**config.mk**
```make
export PLATFORM = sky130hd
export DESIGN_NAME = mmi_code_classifier_top
export DESIGN_NICKNAME = d
export VERILOG_FILES = /design/src/design/mmicc_pkg.sv /design/src/design/mmi_code_classifier_top.sv
export SDC_FILE = /design/constraint.sdc
export NUM_CORES = 1
export LEC_CHECK = 0
export BUFFER_PORTS_ARGS = -buffer_cell sky130_fd_sc_hd__buf_4
export CORE_MARGIN = 1.5
export CORE_UTILIZATION = 50
export CTS_CLUSTER_SIZE = 16
export DETAILED_ROUTE_END_ITERATION = 8
export GPL_TIMING_DRIVEN = 0
export HOLD_SLACK_MARGIN = 0.12
export PLACE_DENSITY = 0.94
export SLEW_MARGIN = 20
export SYNTH_ARGS = -nofsm -noshare
export SYNTH_HDL_FRONTEND = slang
export SYNTH_SLANG_ARGS = --single-unit
```
**constraint.sdc**
```tcl
create_clock -name clk -period 4.35 [get_ports clk]
set_input_delay 0.87 -clock clk [delete_from_list [all_inputs] [get_ports clk]]
set_output_delay 0.87 -clock clk [all_outputs]
set_load 0.005 [all_outputs]
```
**src/design/mmicc_pkg.sv**
```systemverilog
// Package with the shared types and constants of the MMI code classifier.
package mmicc_pkg;

    typedef struct packed {
        logic [7:0] ch;
        logic       last;
    } in_item_t;

    typedef struct packed {
        logic [3:0] part_tag;
        logic       done_res;
        logic [1:0] verdict;
        logic       special_dial;
        logic       whole_is_full;
    } out_item_t;

    typedef enum logic [2:0] {
        PH_START = 3'd0,
        PH_ACT1  = 3'd1,
        PH_CODE  = 3'd2,
        PH_INFO  = 3'd3,
        PH_DIAL  = 3'd4,
        PH_FAIL  = 3'd5
    } phase_t;

    // Part tags
    localparam logic [3:0] TAG_ACTION    = 4'd0;
    localparam logic [3:0] TAG_CODE      = 4'd1;
    localparam logic [3:0] TAG_SEP       = 4'd2;
    localparam logic [3:0] TAG_HASH      = 4'd7;
    localparam logic [3:0] TAG_DIAL      = 4'd8;
    localparam logic [3:0] TAG_UNMATCHED = 4'd9;

    // Verdict codes
    localparam logic [1:0] VERDICT_NONE   = 2'd0;
    localparam logic [1:0] VERDICT_SHORT  = 2'd1;
    localparam logic [1:0] VERDICT_MMI    = 2'd2;
    localparam logic [1:0] VERDICT_MARKED = 2'd3;

    // Characters
    localparam logic [7:0] CH_STAR = 8'h2A;
    localparam logic [7:0] CH_HASH = 8'h23;
    localparam logic [7:0] CH_ZERO = 8'h30;
    localparam logic [7:0] CH_ONE  = 8'h31;
    localparam logic [7:0] CH_NINE = 8'h39;
    localparam logic [7:0] CH_CR   = 8'h0D;
    localparam logic [7:0] CH_LF   = 8'h0A;

    // Register map (byte address bit 2 selects the register index)
    localparam logic REG_CALL_ACTIVE = 1'b0;

endpackage

```
**src/design/mmi_code_classifier_top.sv**
```systemverilog
// Top level of the MMI code classifier: character parser, verdict logic and APB register.
// Pipeline: an accepted character waits in the input register; its result is registered
// into out_data and out_valid when the output advances. Throughput: one character per
// cycle unless out_stall is high; on a stalled output the input register takes one more
// character, then in_stall holds the input until the result transaction completes.
// Reset: rst_n clears both valid flags, call_active and the parse state at once.
module mmi_code_classifier_top (
    input  logic                 clk,
    input  logic                 rst_n,
    input  logic                 in_valid,
    output logic                 in_stall,
    input  mmicc_pkg::in_item_t  in_data,
    output logic                 out_valid,
    input  logic                 out_stall,
    output mmicc_pkg::out_item_t out_data,
    input  logic                 psel,
    input  logic                 penable,
    input  logic                 pwrite,
    input  logic [2:0]           paddr,
    input  logic [31:0]          pwdata,
    output logic [31:0]          prdata,
    output logic                 pready
);
    import mmicc_pkg::*;

    logic      call_active_reg;

    logic      in_valid_reg;
    in_item_t  in_reg;
    logic      out_valid_reg;
    out_item_t out_reg;
    out_item_t out_next;

    phase_t    phase_reg, phase_next;
    logic [1:0] code_digits_reg, code_digits_next;
    logic [2:0] info_index_reg, info_index_next;
    logic      action_single_reg, action_single_next;
    logic      dial_seen_reg, dial_seen_next;
    logic      first_is_mark_reg, first_is_mark_next;
    logic      first_hash_reg, first_hash_next;
    logic      first_is_one_reg, first_is_one_next;
    logic      short_ok_reg, short_ok_next;
    logic [1:0] char_count_reg, char_count_next;

    logic      advance;
    logic      accept;
    logic      digit;
    logic      is_star;
    logic      is_hash;
    logic      is_short;
    logic [3:0] tag;

    // APB register
    assign pready = 1'b1;
    assign prdata = (paddr[2] == REG_CALL_ACTIVE) ? {31'd0, call_active_reg} : 32'd0;

    always_ff @(posedge clk or negedge rst_n)
    begin
        if (!rst_n)
        begin
            call_active_reg <= 1'b0;
        end
        else if (psel && penable && pwrite && pready && (paddr[2] == REG_CALL_ACTIVE))
        begin
            call_active_reg <= pwdata[0];
        end
    end

    // Handshake
    assign advance   = !out_valid_reg || !out_stall;
    assign in_stall  = in_valid_reg && !advance;
    assign accept    = in_valid && !in_stall;
    assign out_valid = out_valid_reg;
    assign out_data  = out_reg;

    always_ff @(posedge clk or negedge rst_n)
    begin
        if (!rst_n)
        begin
            in_valid_reg  <= 1'b0;
            out_valid_reg <= 1'b0;
        end
        else
        begin
            if (accept)
                in_valid_reg <= 1'b1;
            else if (advance)
                in_valid_reg <= 1'b0;
            if (advance)
                out_valid_reg <= in_valid_reg;
        end
    end

    always_ff @(posedge clk)
    begin
        if (accept)
            in_reg <= in_data;
        if (advance && in_valid_reg)
            out_reg <= out_next;
    end

    // Parse state
    always_ff @(posedge clk or negedge rst_n)
    begin
        if (!rst_n)
        begin
            phase_reg         <= PH_START;
            code_digits_reg   <= 2'd0;
            info_index_reg    <= 3'd0;
            action_single_reg <= 1'b0;
            dial_seen_reg     <= 1'b0;
            first_is_mark_reg <= 1'b0;
            first_hash_reg    <= 1'b0;
            first_is_one_reg  <= 1'b0;
            short_ok_reg      <= 1'b1;
            char_count_reg    <= 2'd0;
        end
        else if (advance && in_valid_reg)
        begin
            if (in_reg.last)
            begin
                phase_reg         <= PH_START;
                code_digits_reg   <= 2'd0;
                info_index_reg    <= 3'd0;
                action_single_reg <= 1'b0;
                dial_seen_reg     <= 1'b0;
                first_is_mark_reg <= 1'b0;
                first_hash_reg    <= 1'b0;
                first_is_one_reg  <= 1'b0;
                short_ok_reg      <= 1'b1;
                char_count_reg    <= 2'd0;
            end
            else
            begin
                phase_reg         <= phase_next;
                code_digits_reg   <= code_digits_next;
                info_index_reg    <= info_index_next;
                action_single_reg <= action_single_next;
                dial_seen_reg     <= dial_seen_next;
                first_is_mark_reg <= first_is_mark_next;
                first_hash_reg    <= first_hash_next;
                first_is_one_reg  <= first_is_one_next;
                short_ok_reg      <= short_ok_next;
                char_count_reg    <= char_count_next;
            end
        end
    end

    assign digit   = (in_reg.ch >= CH_ZERO) && (in_reg.ch <= CH_NINE);
    assign is_star = (in_reg.ch == CH_STAR);
    assign is_hash = (in_reg.ch == CH_HASH);

    always_comb
    begin
        phase_next         = phase_reg;
        code_digits_next   = code_digits_reg;
        info_index_next    = info_index_reg;
        action_single_next = action_single_reg;
        dial_seen_next     = dial_seen_reg;
        first_is_mark_next = first_is_mark_reg;
        first_hash_next    = first_hash_reg;
        first_is_one_next  = first_is_one_reg;
        tag                = TAG_UNMATCHED;

        // The first character of a string records what it was.
        if (char_count_reg == 2'd0)
        begin
            first_is_mark_next = is_star || is_hash;
            first_hash_next    = is_hash;
            first_is_one_next  = (in_reg.ch == CH_ONE);
        end
        char_count_next = (char_count_reg == 2'd3) ? 2'd3 : char_count_reg + 2'd1;
        short_ok_next   = short_ok_reg && digit;

        unique case (phase_reg)
            PH_START:
            begin
                if (is_star || is_hash)
                begin
                    tag        = TAG_ACTION;
                    phase_next = PH_ACT1;
                end
                else
                    phase_next = PH_FAIL;
            end
            PH_ACT1:
            begin
                // "#*" is not a valid two-character action.
                if (is_hash || (is_star && !first_hash_reg))
                begin
                    tag                = TAG_ACTION;
                    action_single_next = 1'b0;
                    code_digits_next   = 2'd0;
                    phase_next         = PH_CODE;
                end
                else if (digit)
                begin
                    tag                = TAG_CODE;
                    action_single_next = 1'b1;
                    code_digits_next   = 2'd1;
                    phase_next         = PH_CODE;
                end
                else
                    phase_next = PH_FAIL;
            end
            PH_CODE:
            begin
                if (digit && (code_digits_reg != 2'd3))
                begin
                    tag              = TAG_CODE;
                    code_digits_next = code_digits_reg + 2'd1;
                end
                else if (is_star && code_digits_reg[1])
                begin
                    tag             = TAG_SEP;
                    info_index_next = 3'd1;
                    phase_next      = PH_INFO;
                end
                else if (is_hash && code_digits_reg[1])
                begin
                    tag        = TAG_HASH;
                    phase_next = PH_DIAL;
                end
                else
                    phase_next = PH_FAIL;
            end
            PH_INFO:
            begin
                if (is_star)
                begin
                    if (!info_index_reg[2])
                    begin
                        tag             = TAG_SEP;
                        info_index_next = info_index_reg + 3'd1;
                    end
                    else
                        phase_next = PH_FAIL;
                end
                else if (is_hash)
                begin
                    tag        = TAG_HASH;
                    phase_next = PH_DIAL;
                end
                else
                    tag = TAG_SEP + {1'b0, info_index_reg};
            end
            PH_DIAL:
            begin
                if ((in_reg.ch == CH_CR) || (in_reg.ch == CH_LF))
                    phase_next = PH_FAIL;
                else
                begin
                    tag            = TAG_DIAL;
                    dial_seen_next = 1'b1;
                end
            end
            default:
                phase_next = PH_FAIL;
        endcase

        if (call_active_reg)
            is_short = short_ok_next && (char_count_next != 2'd3);
        else
            is_short = short_ok_next && (char_count_next == 2'd2) && !first_is_one_next;

        out_next.part_tag      = tag;
        out_next.done_res      = in_reg.last;
        out_next.verdict       = VERDICT_NONE;
        out_next.special_dial  = 1'b0;
        out_next.whole_is_full = 1'b0;
        if (in_reg.last)
        begin
            if (is_short)
                out_next.verdict = VERDICT_SHORT;
            else if (phase_next == PH_DIAL)
            begin
                out_next.verdict       = VERDICT_MMI;
                out_next.special_dial  = action_single_next && dial_seen_next;
                out_next.whole_is_full = dial_seen_next && is_hash;
            end
            else if (first_is_mark_next && is_hash)
                out_next.verdict = VERDICT_MARKED;
        end
    end

    // A finished string leaves the parser at its start.
    a_clear_after_last: assert property (@(posedge clk) disable iff (!rst_n)
        (advance && in_valid_reg && in_reg.last) |=>
            (phase_reg == PH_START && char_count_reg == 2'd0 && short_ok_reg))
        else $error("parse state not cleared after last character");

    // Verdict fields stay zero on results that do not close a string.
    a_no_verdict_midstring: assert property (@(posedge clk) disable iff (!rst_n)
        (out_valid && !out_data.done_res) |->
            (out_data.verdict == VERDICT_NONE && !out_data.special_dial
             && !out_data.whole_is_full))
        else $error("verdict given before last character");

    // The dial flags only accompany a structured verdict.
    a_flags_need_mmi: assert property (@(posedge clk) disable iff (!rst_n)
        (out_valid && (out_data.special_dial || out_data.whole_is_full)) |->
            (out_data.verdict == VERDICT_MMI))
        else $error("dial flag without structured verdict");

    // Once the structure fails, every later character is unmatched.
    a_fail_tags_unmatched: assert property (@(posedge clk) disable iff (!rst_n)
        (in_valid_reg && phase_reg == PH_FAIL) |-> (out_next.part_tag == TAG_UNMATCHED))
        else $error("tag given after structure failed");

endmodule

```
======== After elaboration in Yosys (flattened, before gate mapping) ========
Index checks and enable logic that the tools add are counted.
word-level totals
  register bits ........................... 37
  bits of input ports ..................... 51
  output and inout bits ................... 44
  word-level logic and storage cells ...... 148
operators by class
  add/subtract/negate cells ............... 4
  magnitude comparators ................... 2
  equality and inequality tests ........... 20
  mux-type cells .......................... 57
  bitwise operators ....................... 3
  reductions and logical operators ........ 40
operators with widths
  cell                 count
  $mux 3               15
  $mux 4               9
  $eq 8x6->1 const B   3
  $mux 1               21
  $pmux 4 s5           1
  $logic_and 1x1->1    18
  $eq 8x4->1 const B   2
  $mux 2               8
  $ne 3x3->1 const B   5
  $pmux 3 s5           1
  $ge 8x6->1 const B   1
  $le 8x6->1 const B   1
  $eq 3x2->1 const B   2
  $eq 3x3->1 const B   2
  $logic_not 1->1      6
  $pmux 3 s2           1
  $reduce_and 6->1     1
  $reduce_bool 3->1    2
  $reduce_and 5->1     1
  $add 2x1->2 const B  2
  $add 2x3->4 const A  1
  $eq 2x2->1 const B   2
  $logic_or 1x1->1     4
  $ne 2x2->1 const B   2
  other kinds (12)     15

======== Logic depth before layout (Yosys ltp) ========
  word-level depth ........................ 9
  gate-level depth with buffers ........... 7
  mapped depth without buffers ............ 6

======== Worst setup path before layout ========
No wires, ideal clock.
  path kind ............................... input-to-reg
  from .................................... input out_stall
  to ...................................... register code_digits_reg[0]
  setup time .............................. 0.110 ns
  arrival ................................. 2.083 ns
  setup slack ............................. 2.157 ns
  stages on the path ...................... 6
  buffers on the path ..................... 1
  cell sequence ........................... nand2_1 nand2_1 inv_1 clkbuf_1 o31ai_1 o41ai_1
between the ends
  cells in the longest elaborated chain, start to end .. 4
RTL lines
  element                     RTL line                        source
  from (decl)                 mmi_code_classifier_top.sv:14   input logic out_stall,
  $logic_not 1->1             mmi_code_classifier_top.sv:70   assign advance = !out_valid_reg || !out_stall;
  $logic_or 1x1->1            mmi_code_classifier_top.sv:70
  $logic_and 1x1->1           mmi_code_classifier_top.sv:118  else if (advance && in_valid_reg)
  $reduce_and 4->1 (no line)  --
  to (signal assigned)        mmi_code_classifier_top.sv:136  code_digits_reg <= code_digits_next;
  to (decl)                   mmi_code_classifier_top.sv:35   logic [1:0] code_digits_reg, code_digits_next;
No other way between the ends.
A chain may end at the register's enable or synchronous reset.

======== Final worst setup path ========
Same ends and word-level chain as after synthesis.

==> results.json <==
{
  "status": "complete, no violations",
  "vias": 1991,
  "gp_congestion": 0.915,
  "synth_top_area_share_pct": 23.0,
  "boundaryPins": 95,
  "clock_skew_ns": 0.00427,
  "synthXorXnorAreaFrac_pct": 0,
  "p_switching_mw": 0.274,
  "cap_viol_max_count": 0,
  "worst-endpoint-required_ns": 4.50,
  "core-area_um2": 4440,
  "synth_top_area_cell": "edfxtp_1",
  "dieArea_um2": 5110,
  "wire_per_inst_um": 13.9,
  "syn_inst": 238,
  "top_layer": "met4",
  "area_delta_synth_final_pct": 21.8,
  "dp_slack_ns": 1.53,
  "final_cells": 357,
  "num-fill-cells": 353,
  "synthSimpleGateAreaFrac_pct": 18.0,
  "dp_hpwl_mm": 3.71,
  "wl_met3_um": 407,
  "yosys-top-cells-area": "edfxtp_1 (23%), dfrtp_1 (19%), buf_4 (10%), nand2_1 (2.9%), a21oi_1 (2.8%)",
  "timing.final.ws_setup_ns": 1.76,
  "critPathArrivalTime_ns": 2.74,
  "final_area_um2": 2860,
  "synth_edf_count": 18,
  "start_util_pct": 52.8,
  "fin_crit_sh_pct": 59.5,
  "vdd_drop_max_uv": 203,
  "clk_latency_ns": 0.29,
  "grt_pass1_vias": 1782,
  "wirelength_mm": 4.95,
  "synth_top_family_by_area": "compound AO/OA/AOI/OAI gates",
  "leakage_nw": 1.28,
  "endpoint_kind": "flop",
  "crit_chain": "buf_4 -> nand2_1 -> nand2_1 -> inv_1 -> clkbuf_1 -> o31ai_1 -> o41ai_1",
  "synth_compound_area_share_pct": 22.0,
  "antenna_left": 0,
  "report.final.slew_viol_count": 0,
  "hold_viol": 0,
  "wl_met2_mm": 2.45,
  "hold_buffers": 0,
  "p_int_mw": 0.713,
  "switching_share_pct": 27.8,
  "seqCellArea_um2": 1020,
  "drt-met1-wl_mm": 1.95,
  "setup_violations": 0,
  "multi_input_area_um2": 1120,
  "drt_iter0_drc": 258,
  "power_density_nw_per_um2": 345,
  "grt_max_degree": 20,
  "clkSinkCount": 37,
  "synthMuxAreaShare_pct": 0.906,
  "cts_inserted_buffers": 5,
  "clkPwrFrac_pct": 30.8,
  "synth_cell_types": 65,
  "max_stage_delay_ns": 0.71,
  "worstSetupStartpointType": "input pin",
  "cts_tree": "built",
  "hold_ws_ns": 0.449,
  "p_seq_share_pct": 45.2,
  "cpMaxStageDelayCell": "clkbuf_1",
  "post_cts_buffers": 0,
  "diodes": 0,
  "finalWorstPathRequiredPeriod_ns": 2.59,
  "drive_gt1_share_pct": 26.9,
  "dieWidth_um": 71.5,
  "ys_ff_latch": 37,
  "max_freq_mhz": 386,
  "vias_per_cell": 5.58,
  "route.detailed.drc": 0,
  "rsz0062_at_grt": "false",
  "ys_seq_area_share_pct": 43.3,
  "critPathMaxFanout": 18,
  "hp-class": "in2async",
  "cts_buffer_depth": 2,
  "post-route-util_pct": 64.3,
  "grt_usage_pct": 20.3,
  "p_comb_share_pct": 24.0,
  "ys_top_cells_by_count": "buf_4 (32), dfrtp_1 (18), edfxtp_1 (18), nand2_1 (18)",
  "path_common_cell": "nand2_1",
  "port_buffers": 29,
  "synth.avg_cell_area_um2": 9.86,
  "h-tree-depth": 2,
  "synthesis.area_um2": 2350,
  "die_y_um": 71.5,
  "antenna_found_initial": 0,
  "synth_most_common_cell": "buf_4",
  "yosys_warnings": 0,
  "fin_tns_setup_ns": 0,
  "r2r_slack_ns": 1.96,
  "clockRootBuffer": "clkbuf_8",
  "tightest_slew_ns": 0.943,
  "layout.nets": 358,
  "synth_async_sr_flop_share_pct": 51.4,
  "grt_overflow": 0,
  "total_power_mw": 0.987,
  "synthAdderAreaFrac_pct": 1.60,
  "grt_pass1_wl_mm": 7.96,
  "clkTransAtPathRegs_ns": 0.07,
  "slew_headroom_pct": 37.1,
  "placementRows": 24,
  "synth_ff_type": "edfxtp_1",
  "path_class": "in2reg",
  "ctsResizeCount": 0,
  "dr.pass1.iters": 7,
  "place_area_um2": 2740,
  "dp.cells": 349
}
-- path summary, 6_finish.rpt --
check / start / endpoint / depth (start not counted)
worst max-delay path: out_stall / code_digits_reg[0]$_DFFE_PN0P_ / 7
worst min-delay path: rst_n / phase_reg[2]$_DFFE_PN0P_ / 1
worst max register to register: phase_reg[2]$_DFFE_PN0P_ / out_data[0]$_SDFFCE_PP0P_ / 6
worst min register to register: short_ok_reg$_DFFE_PN1P_ / short_ok_reg$_DFFE_PN1P_ / 2
max in group asynchronous: rst_n / short_ok_reg$_DFFE_PN1P_ / 1
min in group clk: short_ok_reg$_DFFE_PN1P_ / short_ok_reg$_DFFE_PN1P_ / 2
-- kinds of logic after synthesis --
kind of cell	Yosys count
AOI/OAI and AO/OA	69
muxes	2
other	2
and+or+nand+nor	73
DFF	37
adders and majority gates	3
buffers and inverters	52
-- placed cells by master (no fill, tap or decap), types with 4 or more instances in the layout --
| cell type | netlist | final |
|---|---|---|
| nor3_1 | 4 | 4 |
| and2_1 | 5 | 5 |
| nor2_1 | 10 | 10 |
| buf_4 | 32 | 61 |
| nand3b_1 | 5 | 5 |
| o21ai_0 | 13 | 13 |
| edfxtp_1 | 18 | 18 |
| dfrtp_1 | 18 | 18 |
| conb_1 | 2 | 32 |
| clkbuf_1 | 6 | 7 |
| nor2b_1 | 7 | 7 |
| a21oi_1 | 13 | 13 |
| nand3_1 | 4 | 4 |
| nand2b_1 | 4 | 4 |
| clkbuf_8 | 0 | 6 |
| nand2_1 | 18 | 18 |
| inv_1 | 10 | 10 |
-- power by group through the flow --
stage          Sequential [mW]  Clock [mW]  Combinational [mW]
2_1_floorplan            0.445           0               0.167
3_3_place_gp             0.449           0               0.225
3_5_place_dp             0.452           0               0.233
4_1_cts                  0.445       0.310               0.235
5_1_grt                  0.452       0.324               0.261
6_report                 0.446       0.304               0.237
-- area by class of cell --
class                           instances  area share [%]
Multi-Input combinational cell        179            39.0
Sequential cell                        37            35.6
Buffer                                 42            10.1
Timing Repair Buffer                   29            7.61
Clock buffer                            7            3.02
Tap cell                               52            2.28
Inverter                               10            1.31
Clock inverter                          1            1.05
-- metal layers --
metal	GRT usage, %	vias to the layer above
met3	4.50	19
met4	9.64	0
li1	-	944
met1	25.0	913
met5	0	-
met2	34.1	115
-- worst max-delay path, delay by kind of cell --
| family | cells | cell delay, ns |
|---|---|---|
| buffers and inverters | 3 | 0.92 |
| AO/OA/AOI/OAI | 2 | 0.75 |
| AND/OR/NAND/NOR | 2 | 0.19 |
(Power assumes the default switching activity.)
